==> src/hdl/roulette_wheel_selection_macros.svh <==
// ---------------------------------------------------------------------------
// Roulette wheel selection: assertion macros
// Concurrent check wrappers, removed when SYNTHESIS is defined.
// ---------------------------------------------------------------------------
`ifndef ROULETTE_WHEEL_SELECTION_MACROS_SVH
`define ROULETTE_WHEEL_SELECTION_MACROS_SVH

`ifndef SYNTHESIS
`define RWS_ASSERT_IMPL(lbl, clk, rst, ante, cons, msg) \
   lbl: assert property (@(posedge clk) disable iff (rst) (ante) |-> (cons)) else $error(msg);
`define RWS_ASSERT_NEXT(lbl, clk, rst, ante, cons, msg) \
   lbl: assert property (@(posedge clk) disable iff (rst) (ante) |=> (cons)) else $error(msg);
`else
`define RWS_ASSERT_IMPL(lbl, clk, rst, ante, cons, msg)
`define RWS_ASSERT_NEXT(lbl, clk, rst, ante, cons, msg)
`endif

`endif

==> src/hdl/rws_pkg.sv <==
// ---------------------------------------------------------------------------
// Roulette wheel selection: package
// Field widths, constants, command and state types.
// ---------------------------------------------------------------------------
package rws_pkg;

   localparam int CFG_W              = 6;
   localparam int FIT_W              = 21;
   localparam int DRAW_W             = 10;
   localparam int SEL_W              = 5;
   localparam int SUM_W              = 26;
   localparam int PROD_W             = DRAW_W + SUM_W;
   localparam int SCALE              = 1000;
   localparam int DEF_MAX_POPULATION = 32;
   localparam int RESET_POPULATION   = 25;
   localparam int QUEUE_DEPTH        = 2;

   localparam logic [SUM_W-1:0] SUM_MAX = {SUM_W{1'b1}};

   typedef enum logic {
      CMD_LOAD = 1'b0,
      CMD_DRAW = 1'b1
   } cmd_kind_type;

   typedef struct packed {
      cmd_kind_type        kind;
      logic                restart;
      logic [FIT_W-1:0]    fitness_value;
      logic [DRAW_W-1:0]   draw;
   } cmd_type;

   typedef enum logic [2:0] {
      ST_IDLE,
      ST_TOTAL,
      ST_PROBE_ADDR,
      ST_PROBE_CMP,
      ST_RESULT
   } back_state_type;

endpackage

==> src/hdl/rws_queue.sv <==
// ---------------------------------------------------------------------------
// Roulette wheel selection: command queue
// Two-entry register FIFO between front end and engine.
// ---------------------------------------------------------------------------
module rws_queue import rws_pkg::*; (
   input  logic    clock,
   input  logic    reset,
   input  logic    push_valid,
   output logic    push_ready,
   input  cmd_type push_cmd,
   output logic    pop_valid,
   input  logic    pop_ready,
   output cmd_type pop_cmd
);

   `include "roulette_wheel_selection_macros.svh"

   localparam int PTR_W = $clog2(QUEUE_DEPTH);
   localparam int CNT_W = $clog2(QUEUE_DEPTH + 1);

   cmd_type          slot_ff [QUEUE_DEPTH];
   logic [PTR_W-1:0] wr_ptr_ff;
   logic [PTR_W-1:0] wr_ptr_in;
   logic [PTR_W-1:0] rd_ptr_ff;
   logic [PTR_W-1:0] rd_ptr_in;
   logic [CNT_W-1:0] count_ff;
   logic [CNT_W-1:0] count_in;
   logic             push;
   logic             pop;

   assign push_ready = (count_ff != CNT_W'(QUEUE_DEPTH));
   assign pop_valid  = (count_ff != '0);
   assign pop_cmd    = slot_ff[rd_ptr_ff];
   assign push       = push_valid && push_ready;
   assign pop        = pop_valid && pop_ready;

   always_comb begin
      wr_ptr_in = wr_ptr_ff;
      rd_ptr_in = rd_ptr_ff;
      count_in  = count_ff;
      if (push) begin
         wr_ptr_in = (wr_ptr_ff == PTR_W'(QUEUE_DEPTH - 1)) ? '0 : wr_ptr_ff + 1'b1;
      end
      if (pop) begin
         rd_ptr_in = (rd_ptr_ff == PTR_W'(QUEUE_DEPTH - 1)) ? '0 : rd_ptr_ff + 1'b1;
      end
      if (push && !pop) begin
         count_in = count_ff + 1'b1;
      end else if (pop && !push) begin
         count_in = count_ff - 1'b1;
      end
   end

   always_ff @(posedge clock) begin
      if (reset) begin
         wr_ptr_ff <= '0;
         rd_ptr_ff <= '0;
         count_ff  <= '0;
      end else begin
         wr_ptr_ff <= wr_ptr_in;
         rd_ptr_ff <= rd_ptr_in;
         count_ff  <= count_in;
      end
   end

   always_ff @(posedge clock) begin
      if (push) begin
         slot_ff[wr_ptr_ff] <= push_cmd;
      end
   end

   `RWS_ASSERT_IMPL(a_queue_bound, clock, reset, 1'b1, (count_ff <= CNT_W'(QUEUE_DEPTH)), "queue over depth")
   `RWS_ASSERT_NEXT(a_queue_fill, clock, reset, (push && !pop && count_ff == '0), (pop_valid), "queue lost entry")

endmodule

==> config.mk <==
export PLATFORM = sky130hd
export DESIGN_NAME = rws_queue
export DESIGN_NICKNAME = d
export VERILOG_FILES = /design/src/hdl/rws_pkg.sv /design/src/hdl/rws_queue.sv
export VERILOG_INCLUDE_DIRS = /design/src /design/src/hdl
export SDC_FILE = /design/constraint.sdc
export NUM_CORES = 1
export LEC_CHECK = 0
export ABC_AREA = 1
export BUFFER_PORTS_ARGS = -buffer_cell sky130_fd_sc_hd__buf_2
export CAP_MARGIN = 20
export CORE_ASPECT_RATIO = 1.1
export CORE_UTILIZATION = 56
export DETAILED_ROUTE_END_ITERATION = 6
export PLACE_DENSITY = 0.85
export SETUP_SLACK_MARGIN = 0.5
export SYNTH_ARGS = -nofsm -noshare
export SYNTH_HDL_FRONTEND = slang
export SYNTH_SLANG_ARGS = --single-unit
==> constraint.sdc <==
create_clock -name clock -period 4.16 [get_ports clock]
set_input_delay 0.624 -clock clock [delete_from_list [all_inputs] [get_ports clock]]
set_output_delay 0.624 -clock clock [all_outputs]
set_load 0.02 [all_outputs]
=== Word-level counts from Yosys, hierarchy flattened ===
Memory sizes are Yosys's and may differ from the RTL's. A register that Yosys moved wholly into a read port is not among the register bits.
Cells that the tools add are included.

* Bits in registers: 4
* RAM bits: 66
* Memories: 1

{| class="wikitable"
|+ Memories
! name !! depth !! width !! rd ports !! clocked after Yosys merged registers in !! wr ports !! RTL line !! source
|-
| slot_ff || 2 || 33 || 1 || 1 || 1 || rws_queue.sv:21 || <nowiki>cmd_type slot_ff [QUEUE_DEPTH];</nowiki>
|}

* Add/sub/neg operators: 4
* Equal/unequal tests: 1
* Mux-type cells: 8
* Reductions and logical operators: 8

{| class="wikitable"
|+ Operators by type and width
! cell !! number
|-
| 1-bit 2-to-1 mux || 6
|-
| 1-bit logical AND || 4
|-
| 2-bit 2-to-1 mux || 2
|-
| 2-bit nonzero test || 2
|-
| 1-bit adder, second input constant || 2
|-
| 2-bit by 1-bit adder with 2-bit output, second input constant || 1
|-
| 1-bit logical NOT || 2
|-
| 2-bit != test, second input constant || 1
|-
| 2-bit by 1-bit subtractor with 2-bit output, second input constant || 1
|}

=== Logic depth before layout (Yosys ltp) ===
Gate-level depths: netlist of the first run.

* Word-level depth: 6
* Mapped depth: 11
* Gate-level depth less buffers: 11

=== Worst setup path after synthesis of the first run ===
OpenSTA, ideal clock, no wires.

* Kind: input -> register
* Start: in push_valid
* End: mem slot_ff[0][0] in the netlist's numbering, enable pin
* Setup time: 0.423 ns
* Arrival time: 2.118 ns
* Data required time: 3.737 ns
* Path slack: 1.618 ns
* Cell stages on the path: 2
* Buffers on the path: 0
* Cell sequence: nand2_1 -> nor2_1

* Cells in the longest elaborated chain, start to end: 3

{| class="wikitable"
|+ RTL lines
! item !! RTL line !! source
|-
| start: declaration || rws_queue.sv:8 || <nowiki>input logic push_valid,</nowiki>
|-
| 1-bit logical AND || rws_queue.sv:34 || <nowiki>assign push = push_valid && push_ready;</nowiki>
|-
| 1-bit 2-to-1 mux || rws_queue.sv:67 || <nowiki>if (push) begin</nowiki>
|-
| 1-bit 2-to-1 mux (not written as such) || rws_queue.sv:68 || <nowiki>slot_ff[wr_ptr_ff] <= push_cmd;</nowiki>
|-
| end: declaration || rws_queue.sv:21 ||
|}

No other way between the ends.

==> results.md, run 1 <==
- Status: finished clean
- Cell with the most instances after synthesis: edfxtp_1
- Crit path time final: 2580 ps
- Clock Sinks: 71
- Flops & latches, synth: 71
- Die Ht: 75.9 um
- Cells after synthesis: 140
- Synth top area share: 71.4%
- Pwr dens: 598 mW/mm2
- Drt drc: 0
- Max-Cap Viols: 0
- Storage cell area: 0.00208 mm2
- Initial antenna violation count: 0
- Root cell of the clock tree: clkbuf_8
- Ant. Diodes: 0
- Worst-Margin Slew: 1070 ps
- Number of global-route vias before repair: 1378
- Final hold viol count: 0
- Critical path buffers and inverters: 1
- Final wirelength: 4300 um
- Psw: 607 uW
- Post-synthesis cell type count: 14
- Core Region: 0.00472 mm2
- Layout fillers: 308
- Pleak: 0.00134 uW
- Pre-CTS WS: 1900 ps
- Worst Setup End Kind: output pin
- DR vias: 1404
- Vias/cell: 5.03
- Clock power frac: 22.3%
- Setup TNS: 0 ps
- Post-Syn Nets: 178
- Hold_buf cts: 0
- Met3 GRT Util: 6.75%
- Max_slew headroom: 28.7%
- GP Congestion: 0.722
- Worst vdd ir: 0.558 mV
- Routed Antenna Nets: 0
- CP Max Fanout: 33
- Sw Share: 30.7%
- Synth area leaders: edfxtp_1 (71%), mux2_4 (16%), dfxtp_1 (3.6%)
- Worst EP arrival: 1950 ps
- Largest net degree at the start of global routing: 34
- Yosys top cell by area: edfxtp_1
- Detailed placement HPWL: 2840 um
- Top FF cell, synth: edfxtp_1
- Met1 GRT Util: 18.7%
- Starting Density: 58.9%
- Final period utilization: 62.0%
- Met2 Usage GRT: 28.3%
- Slew Limit Fails: 0
- Io pins: 72
- IO Port Bufs: 71
- Worst min-delay path class: in -> reg
- CP max stage delay: 1020 ps
- Ys async rst share: 0%
- Die width: 69.1 um
- DP Area: 0.00315 mm2
- Combinational fraction of design power: 27.8%
- Worst-skew pair later-pin latency: 330 ps
- Area occupied by multi-input gates: 608 um2
- Site row count: 26
- Unrepaired setup endpoints after global routing: no
- Full die area: 0.00524 mm2
- Design area: 0.00330 mm2
- Postcts setup bufs: 0
- CTS clk-pin slew, worst paths: 70 ps
- Final setup vio count: 0
- H-tree depth: 3
- Startpoint Class: flop
- Final Worst Setup Slack: 1580 ps
- DRT Pass-1 Iters: 4
- Data required time of the worst path: 3540 ps
- Crit path cell chain: mux2_2, buf_2
- Area delta synth->final: 18.9%
- Syn Std Cell Area: 0.00278 mm2
- Final nets: 256
- Most Crowded Layer GR: met2
- Num CTS Buffers: 9
- Critical-path top delay cell: dfxtp_2
- EDFF count, synth: 66
- Type of the worst setup path: reg -> out
- Register area share after synthesis: 75.0%
- Register share of total power: 49.8%
- Final Skew: 4.48 ps
- DR WL/cell: 15.4 um
- DRT iter0 DRCs: 53
- Yosys warning count: 0
- Layout cells sized above 1: 53.8%
- Internal: 1370 uW
- CTS tree: done
- First-pass GRT wire length: 6330 um
- F_max: 388 MHz
- Largest delay share family, worst path: flip-flops
- Post-cts repair resize count: 0
- Synth cell count leaders: edfxtp_1 (66), mux2_4 (30), nand2_1 (9)
- Mean Syn Cell Area: 19.8 um2
- Total Routing Usage GR: 17.1%
- Clock tree buffer depth: 2
- Total grt overflow: 0
[layer usage]
metal	up-vias	wire length (um)
met5	-	0
met4	0	102
met3	8	242
met2	52	2180
met1	667	1780
li1	677	-
[final timing paths]
check         startpoint              to  slack, ps  cells after the start
max                 flop     pop_cmd[13]       1580                      2
min          push_cmd[6]   slot_ff[0][6]        480                      1
max reg2reg  count_ff[0]  slot_ff[1][10]       2300                      4
min reg2reg    rd_ptr_ff            flop        510                      2
[power by group through the flow]
stage / Combinational, uW / Sequential [uW] / Clock [uW]
floorplan: 479 / 944 / 0
global placement: 545 / 994 / 0
detailed placement: 556 / 1000 / 0
CTS: 557 / 986 / 451
global route: 591 / 996 / 484
finish: 550 / 983 / 441
[flip-flops by register name, summed over array words and instances, names as in the netlist, named ones only]
signal	count
count_ff	2
rd_ptr_ff	1
slot_ff	66
wr_ptr_ff	1
[worst register-to-register path: stages (launching register included)]
cell,delay (ps)
dfxtp_1,340
inv_1,90
nand2_1,100
nand2_1,160
nor2_4,800
[cell families after synthesis]
family | Yosys count | synth area share [%]
AND/OR/NAND/NOR | 19 | 2.75
multiplexers | 33 | 17.4
AO/OA/AOI/OAI | 4 | 0.721
buffers and inverters | 12 | 3.65
adder cells (fa/ha/maj) | 1 | 0.451
flip-flops | 71 | 75.0
[cell usage in the layout (no fill, tap or decap), drive strengths merged]
master | synthesis | layout
o21ai | 2 | 2
nand3 | 2 | 2
nor2 | 7 | 7
edfxtp | 66 | 66
clkinv | 0 | 6
ha | 1 | 1
nand4 | 1 | 1
mux2 | 33 | 33
nand2 | 9 | 9
buf | 4 | 71
a21oi | 2 | 2
dfxtp | 5 | 5
inv | 8 | 8
clkbuf | 0 | 10
[through the flow]
stage                     util [%]  power (uW)  hold WS, ps  instances
final                         70.0        1970          478        279
after global routing          70.0        2070          454        279
after CTS                     70.0        1990          461        279
after detailed placement      66.7        1560          489        263
after global placement        66.7        1540          482        263
after floorplan                  -        1420          465        140
[area by class of cell]
type | instances | share of cell area (%)
inverter | 8 | 0.909
multi-input combinational | 57 | 18.4
sequential | 71 | 63.1
tap | 56 | 2.12
clock inverter | 6 | 0.834
clock buffer | 10 | 3.87
timing repair buffer | 71 | 10.8
Power figures use the tool's default switching activity.
==> inputs of run 2 (changes only) <==
--- a/config.mk
+++ b/config.mk
@@ -10,9 +10,9 @@
 export BUFFER_PORTS_ARGS = -buffer_cell sky130_fd_sc_hd__buf_2
 export CAP_MARGIN = 20
 export CORE_ASPECT_RATIO = 1.1
-export CORE_UTILIZATION = 56
+export CORE_UTILIZATION = 52
 export DETAILED_ROUTE_END_ITERATION = 6
-export PLACE_DENSITY = 0.85
+export PLACE_DENSITY = 0.8
 export SETUP_SLACK_MARGIN = 0.5
 export SYNTH_ARGS = -nofsm -noshare
 export SYNTH_HDL_FRONTEND = slang
==> constraint.sdc (replaced) <==
create_clock -name clock -period 2.5 [get_ports clock]
set_input_delay 0.375 -clock clock [delete_from_list [all_inputs] [get_ports clock]]
set_output_delay 0.375 -clock clock [all_outputs]
set_load 0.02 [all_outputs]
==> results.md, run 2 (synthesized netlist as in run 1, its figures left out) <==
- Status: finished clean (unchanged)
- Total Routing Usage GR: 15.7% (was 17.1%)
- Detailed placement HPWL: 2870 um (was 2840 um)
- Pwr dens: 985 mW/mm2 (was 598 mW/mm2)
- Layout fillers: 364 (was 308)
- Most common cell after layout, fill and taps aside: buf_2 (unchanged)
- Crit path time final: 1920 ps
- Number of global-route vias before repair: 1413 (was 1378)
- Hold Path End: slot_ff[0][21] (was slot_ff[0][6])
- Final hold viol count: 0 (unchanged)
- Largest net degree at the start of global routing: 34 (unchanged)
- Worst r2r src: count_ff[0] (unchanged)
- Clock tree buffer depth: 2 (unchanged)
- Full die area: 0.00564 mm2 (was 0.00524 mm2)
- Io pins: 72 (unchanged)
- Worst-Margin Slew: 440 ps (was 1070 ps)
- Layout cells sized above 1: 54.7% (was 53.8%)
- Worst min-delay path class: in -> reg (unchanged)
- GP Congestion: 0.683 (was 0.722)
- Worst-skew pair later-pin latency: 330 ps (about the same)
- DRT iter0 DRCs: 65 (was 53)
- Worst hold slack: 230 ps (was 478 ps)
- Data required time of the worst path: 2120 ps (was 3540 ps)
- Root cell of the clock tree: clkbuf_8 (unchanged)
- Num CTS Buffers: 9 (unchanged)
- Core Region: 0.00507 mm2 (was 0.00472 mm2)
- Pleak: 0.00135 uW (was 0.00134 uW)
- Worst vdd ir: 0.618 mV (was 0.558 mV)
- Critical-path top delay cell: dfxtp_4 (was dfxtp_2)
- Die width: 71.7 um (was 69.1 um)
- Hold_sp: push_cmd[21] (was push_cmd[6])
- Worst r2r path cells: 10 (was 4)
- Most flops, register: slot_ff (unchanged)
- Startpoint Class: flop (unchanged)
- Max-Cap Viols: 0 (unchanged)
- Final wirelength: 4240 um (was 4300 um)
- Unrepaired setup endpoints after global routing: no (unchanged)
- Final core occ: 65.9% (was 70.0%)
- Slew Limit Fails: 0 (unchanged)
- DRT Pass-1 Iters: 4 (unchanged)
- Setup slack, reg-to-reg: 940 ps (was 2300 ps)
- Starting Density: 54.8% (was 58.9%)
- Max_slew headroom: 70.7% (was 28.7%)
- Die Ht: 78.6 um (was 75.9 um)
- Vias/cell: 5.01 (was 5.03)
- Final period utilization: 77.0%
- Worst Setup End Kind: output pin (unchanged)
- Hold Path Depth: 1 (unchanged)
- Initial antenna violation count: 0 (unchanged)
- Largest register FFs: 66 (unchanged)
- Crit path cell chain: buf_12, mux2_4, buf_2 (was mux2_2, buf_2)
- H-tree depth: 3 (unchanged)
- Hold_buf cts: 0 (unchanged)
- Worst EP arrival: 1550 ps (was 1950 ps)
- CP Max Fanout: 21 (was 33)
- First-pass GRT wire length: 6270 um (was 6330 um)
- Reg-to-Reg End: count_ff[1] (was slot_ff[1][10])
- Type of the worst setup path: reg -> out (unchanged)
- Clock Sinks: 71 (unchanged)
- Area delta synth->final: 20.3% (was 18.9%)
- Site row count: 27 (was 26)
- Total grt overflow: 0 (unchanged)
- Final Skew: 5.77 ps (was 4.48 ps)
- IO Port Bufs: 71 (unchanged)
- Routed Antenna Nets: 0 (unchanged)
- Commonest non-fill, non-tap cells in the layout: buf_2 (71), edfxtp_1 (66), mux2_4 (30) (unchanged)
- Ant. Diodes: 0 (unchanged)
- DR vias: 1418 (was 1404)
- CP max stage delay: 500 ps (was 1020 ps)
- Setup TNS: 0 ps (unchanged)
- Final setup vio count: 0 (unchanged)
- Drt drc: 0 (unchanged)
- Final nets: 259 (was 256)
- Top flop regs: slot_ff (66), count_ff (2) (unchanged)
- F_max: 520 MHz
- DR WL/cell: 15.0 um (was 15.4 um)
- CTS clk-pin slew, worst paths: 70 ps (about the same)
- CTS tree: done (unchanged)
## run 2: cell count changes in the layout (fill, tap and decap cells not counted)
cell / previous run / this run
buf_4: 0 / 2
clkinv_2: 4 / 3
buf_12: 0 / 1
clkinvlp_4: 0 / 1
dfxtp_2: 1 / 0
dfxtp_4: 0 / 1
clkinv_1: 2 / 1
## run 2: worst max-delay path by stage
| stage | slack, ps | startpoint | endpoint | depth (start not counted) |
|---|---|---|---|---|
| floorplan | -20 | count_ff[0] | slot_ff[0][0] | 4 |
| global placement | 790 | flop | pop_cmd[28] | 3 |
| detailed placement | 770 | flop | pop_cmd[28] | 3 |
| CTS | 540 | flop | pop_cmd[28] | 3 |
| global route | 520 | flop | pop_cmd[31] | 3 |
| finish | 580 | flop | pop_cmd[6] | 3 |
## run 2: where the power goes
part / switching [uW] / internal (uW) / total, uW
Sequential: 81.8 / 1510 / 1590
Clock: 375 / 345 / 720
Combinational: 545 / 436 / 981
Total: 1000 / 2290 / 3290
## run 2: cell type report
cell class              count  area, um2  share of cell area [%]
inverters                   8       30.0                   0.899
multi-input cells          57        608                    18.2
repair buffers             74        390                    11.7
well taps                  58       72.6                    2.17
flip-flops and latches     71       2090                    62.4
clock buffers              10        128                    3.82
clock inverters             5       26.3                   0.787
## run 2: metal layers
metal,part of all wire (%),track usage (%),vias up
li1,-,-,684
met1,40,16.9,672
met2,52,26.9,53
met3,5.4,4.49,9
met4,2.5,10.0,0
met5,0,0,-
## run 2: metrics by stage
stage	setup WS [ps]	total power [uW]	instances	area, um2
3_3_place_gp	791	2580	268	3180
6_report	576	3290	283	3340
3_5_place_dp	773	2610	268	3180
5_1_grt	517	3450	283	3340
4_1_cts	536	3330	283	3340
2_1_floorplan	-19.5	2370	140	2780
## run 2: repair_timing
| item | CTS | global route |
|---|---|---|
| setup endpoints to repair | 21 | 0 |
| buffers inserted | 0 | 0 |
| gates resized for setup | 1 | 0 |
## run 2: worst max-delay path: cells and delay by family (launching register included)
kind                   cells  cell delay [ps]
buffers and inverters      2              400
muxes                      1              320
DFF                        1              500
==> inputs of run 3 (changes only) <==
--- a/config.mk
+++ b/config.mk
@@ -6,13 +6,13 @@
 export SDC_FILE = /design/constraint.sdc
 export NUM_CORES = 1
 export LEC_CHECK = 0
-export ABC_AREA = 1
+export ABC_AREA = 0
 export BUFFER_PORTS_ARGS = -buffer_cell sky130_fd_sc_hd__buf_2
 export CAP_MARGIN = 20
 export CORE_ASPECT_RATIO = 1.1
-export CORE_UTILIZATION = 52
+export CORE_UTILIZATION = 51
 export DETAILED_ROUTE_END_ITERATION = 6
-export PLACE_DENSITY = 0.8
+export PLACE_DENSITY = 0.79
 export SETUP_SLACK_MARGIN = 0.5
 export SYNTH_ARGS = -nofsm -noshare
 export SYNTH_HDL_FRONTEND = slang
==> constraint.sdc (replaced) <==
create_clock -name clock -period 1.83 [get_ports clock]
set_input_delay 0.2745 -clock clock [delete_from_list [all_inputs] [get_ports clock]]
set_output_delay 0.2745 -clock clock [all_outputs]
set_load 0.02 [all_outputs]
==> results.md, run 3 <==
- Worst Setup End Kind: output pin (unchanged)
- Setup slack, reg-to-reg: 340 ps (was 940 ps)
- Max-Cap Viols: 0 (unchanged)
- CP max stage delay: 380 ps (was 500 ps)
- Die width: 70.0 um (was 71.7 um)
- Detailed placement HPWL: 3080 um (was 2870 um)
- Top flop regs: slot_ff (66), count_ff (2) (unchanged)
- Hold Path Depth: 1 (unchanged)
- Die Ht: 76.8 um (was 78.6 um)
- Crit path cell chain: buf_12, mux2_2, buf_2 (was buf_12, mux2_4, buf_2)
- Final period utilization: 90.8%
- Vias/cell: 5.17 (was 5.01)
- Synth area leaders: edfxtp_1 (76%), mux2_2 (14%), dfxtp_1 (3.9%) (was edfxtp_1 (71%), mux2_4 (16%), dfxtp_1 (3.6%))
- IO Port Bufs: 71 (unchanged)
- GP Congestion: 0.704 (was 0.683)
- Placed cells: 256 (was 268)
- Type of the worst setup path: reg -> out (unchanged)
- DRT Pass-1 Iters: 4 (unchanged)
- Ant. Diodes: 0 (unchanged)
- Data required time of the worst path: 1560 ps (was 2120 ps)
- DRT iter0 DRCs: 53 (was 65)
- Worst EP arrival: 1390 ps (was 1550 ps)
- Worst-Margin Slew: 243 ps (was 440 ps)
- Clock tree buffer depth: 2 (unchanged)
- Final wirelength: 4740 um (was 4240 um)
- Critical-path top delay cell: dfxtp_4 (unchanged)
- Storage cell area: 0.00209 mm2 (about the same)
- Synth cell count leaders: edfxtp_1 (66), mux2_2 (33), dfxtp_1 (5) (was edfxtp_1 (66), mux2_4 (30), nand2_1 (9))
- DR vias: 1431 (was 1418)
- Drt drc: 0 (unchanged)
- Clock Sinks: 71 (unchanged)
- Layout fillers: 300 (was 364)
- CP Max Fanout: 18 (was 21)
- Worst-skew pair later-pin latency: 330 ps (about the same)
- Post-synthesis cell type count: 17 (was 14)
- Pleak: 0.00130 uW (was 0.00135 uW)
- EDFF count, synth: 66 (unchanged)
- Register area share after synthesis: 80.2% (was 75.0%)
- Status: finished clean (unchanged)
- Synth top area share: 76.3% (was 71.4%)
- Routed Antenna Nets: 0 (unchanged)
- Critical path depth: 3 (unchanged)
- Unrepaired setup endpoints after global routing: yes (was no)
- Yosys top cell by area: edfxtp_1 (unchanged)
- Full die area: 0.00538 mm2 (was 0.00564 mm2)
- Area delta synth->final: 31.1% (was 20.3%)
- Area occupied by multi-input gates: 547 um2 (was 608 um2)
- Io pins: 72 (unchanged)
- Layout cells sized above 1: 63.3% (was 54.7%)
- Worst min-delay path class: in -> reg (unchanged)
- CTS clk-pin slew, worst paths: 70 ps (about the same)
- Most flops, register: slot_ff (unchanged)
- Largest net degree at the start of global routing: 19 (was 34)
- Final hold viol count: 0 (unchanged)
- Number of global-route vias before repair: 1542 (was 1413)
- Commonest non-fill, non-tap cells in the layout: buf_2 (66), edfxtp_1 (66), mux2_2 (30) (was buf_2 (71), edfxtp_1 (66), mux2_4 (30))
- Cells after synthesis: 127 (was 140)
- Crit path time final: 1660 ps
- Design area: 0.00340 mm2 (was 0.00334 mm2)
- Slew Limit Fails: 0 (unchanged)
- Yosys warning count: 0 (unchanged)
- Largest register FFs: 66 (unchanged)
- Startpoint Class: flop (unchanged)
- Top FF cell, synth: edfxtp_1 (unchanged)
- Initial antenna violation count: 0 (unchanged)
- Worst vdd ir: 0.844 mV (was 0.618 mV)
- DP Area: 0.00306 mm2 (was 0.00318 mm2)
- Site row count: 26 (was 27)
- Largest delay share family, worst path: flip-flops (unchanged)
- Post-Syn Nets: 165 (was 178)
- Post-route insts no fill: 277 (was 283)
- Final Skew: 4.69 ps (was 5.77 ps)
- Root cell of the clock tree: clkbuf_8 (unchanged)
- Hold_sp: push_cmd[20] (was push_cmd[21])
- Max_slew headroom: 83.8% (was 70.7%)
- Total grt overflow: 0 (unchanged)
- Worst r2r path cells: 6 (was 10)
- Ys async rst share: 0% (unchanged)
- Flops & latches, synth: 71 (unchanged)
- Syn Std Cell Area: 0.00260 mm2 (was 0.00278 mm2)
- Cell with the most instances after synthesis: edfxtp_1 (unchanged)
- Starting Density: 54.3% (was 54.8%)
- Core Region: 0.00478 mm2 (was 0.00507 mm2)
- First-pass GRT wire length: 7340 um (was 6270 um)
- H-tree depth: 3 (unchanged)
- Worst r2r src: count_ff[0] (unchanged)
- DR WL/cell: 17.1 um (was 15.0 um)
- Num CTS Buffers: 9 (unchanged)
- Hold Path End: slot_ff[1][20] (was slot_ff[0][21])
- Worst hold slack: 132 ps (was 230 ps)
- Final nets: 254 (was 259)
- Final setup vio count: 0 (unchanged)
- F_max: 602 MHz
- Pwr dens: 1440 mW/mm2 (was 985 mW/mm2)
- CTS tree: done (unchanged)
- Reg-to-Reg End: count_ff[1] (unchanged)
- Total Routing Usage GR: 18.5% (was 15.7%)
- Setup TNS: 0 ps (unchanged)
- Critical path buffers and inverters: 2 (unchanged)
- Mean Syn Cell Area: 20.4 um2 (was 19.8 um2)
[run 3: cell count changes in the layout (fill, tap and decap cells not counted), moves of 4 or more]
| cell | change |
|---|---|
| buf_2 | -5 |
| mux2_4 | -27 |
| nand2_1 | -9 |
| buf_6 | +8 |
| inv_1 | -8 |
| mux2_2 | +27 |
| buf_4 | +4 |
[run 3: worst max-delay path by stage]
| stage | from | endpoint | slack, ps |
|---|---|---|---|
| after floorplan | count_ff[0] | slot_ff[0][0] | 310 |
| after global placement | count_ff[0] | count_ff[1] | 370 |
| after detailed placement | count_ff[1] | count_ff[1] | 230 |
| after CTS | flop | pop_cmd[16] | 170 |
| after global routing | flop | pop_cmd[15] | 130 |
| final | flop | pop_cmd[16] | 170 |
[run 3: worst reg2reg max path: stages (launching register included)]
cell and delay [ps]:
dfxtp_4 360, nand2b_4 160, and2_4 150, ha_4 160, xor2_2 140, or3_1 300
a21oi_1 140
[run 3: where the power goes]
| part | switching (uW) | total [uW] | internal (uW) |
|---|---|---|---|
| registers | 93.1 | 2140 | 2050 |
| logic | 846 | 1610 | 766 |
| clock network | 523 | 1140 | 619 |
| total | 1460 | 4890 | 3430 |
[run 3: cell families after synthesis]
family                   after synthesis  synth area share, %
XOR/XNOR                               3                 1.01
multiplexers                          33                 14.3
adder cells (fa/ha/maj)                1                0.482
AO/OA/AOI/OAI                          5                 1.16
flip-flops                            71                 80.2
buffers and inverters                  5                0.916
AND/OR/NAND/NOR                        9                 1.93
[run 3: what timing repair did]
action                                 CTS  global route
resized for setup                       28             7
setup buffers                            4             0
pin swaps                                4             2
endpoints found under the hold margin    0             0
cloned                                   1             0
hold buffers                             0             0
setup endpoints to repair               69            70
[run 3: cell type report]
| class | count | share of cell area (%) |
|---|---|---|
| clock buffer | 11 | 3.86 |
| clock inverter | 5 | 1.43 |
| inverter | 1 | 0.221 |
| multi-input combinational | 51 | 16.1 |
| sequential | 71 | 61.5 |
| tap | 56 | 2.06 |
| timing repair buffer | 82 | 14.9 |
[run 3: through the flow]
stage	worst slack, ps	total power [uW]	util, %
2_1_floorplan	314	3050	-
3_3_place_gp	366	3420	64.0
3_5_place_dp	232	3490	64.0
4_1_cts	166	4860	70.5
5_1_grt	135	5100	71.2
6_report	168	4890	71.2
[run 3: metal layers]
layer	share of wire (%)	vias to the layer above	track usage, %
met1	39	701	21.6
met3	5.8	6	4.47
met5	0	-	0
met4	0.97	0	9.20
met2	54	55	31.8
li1	-	669	-
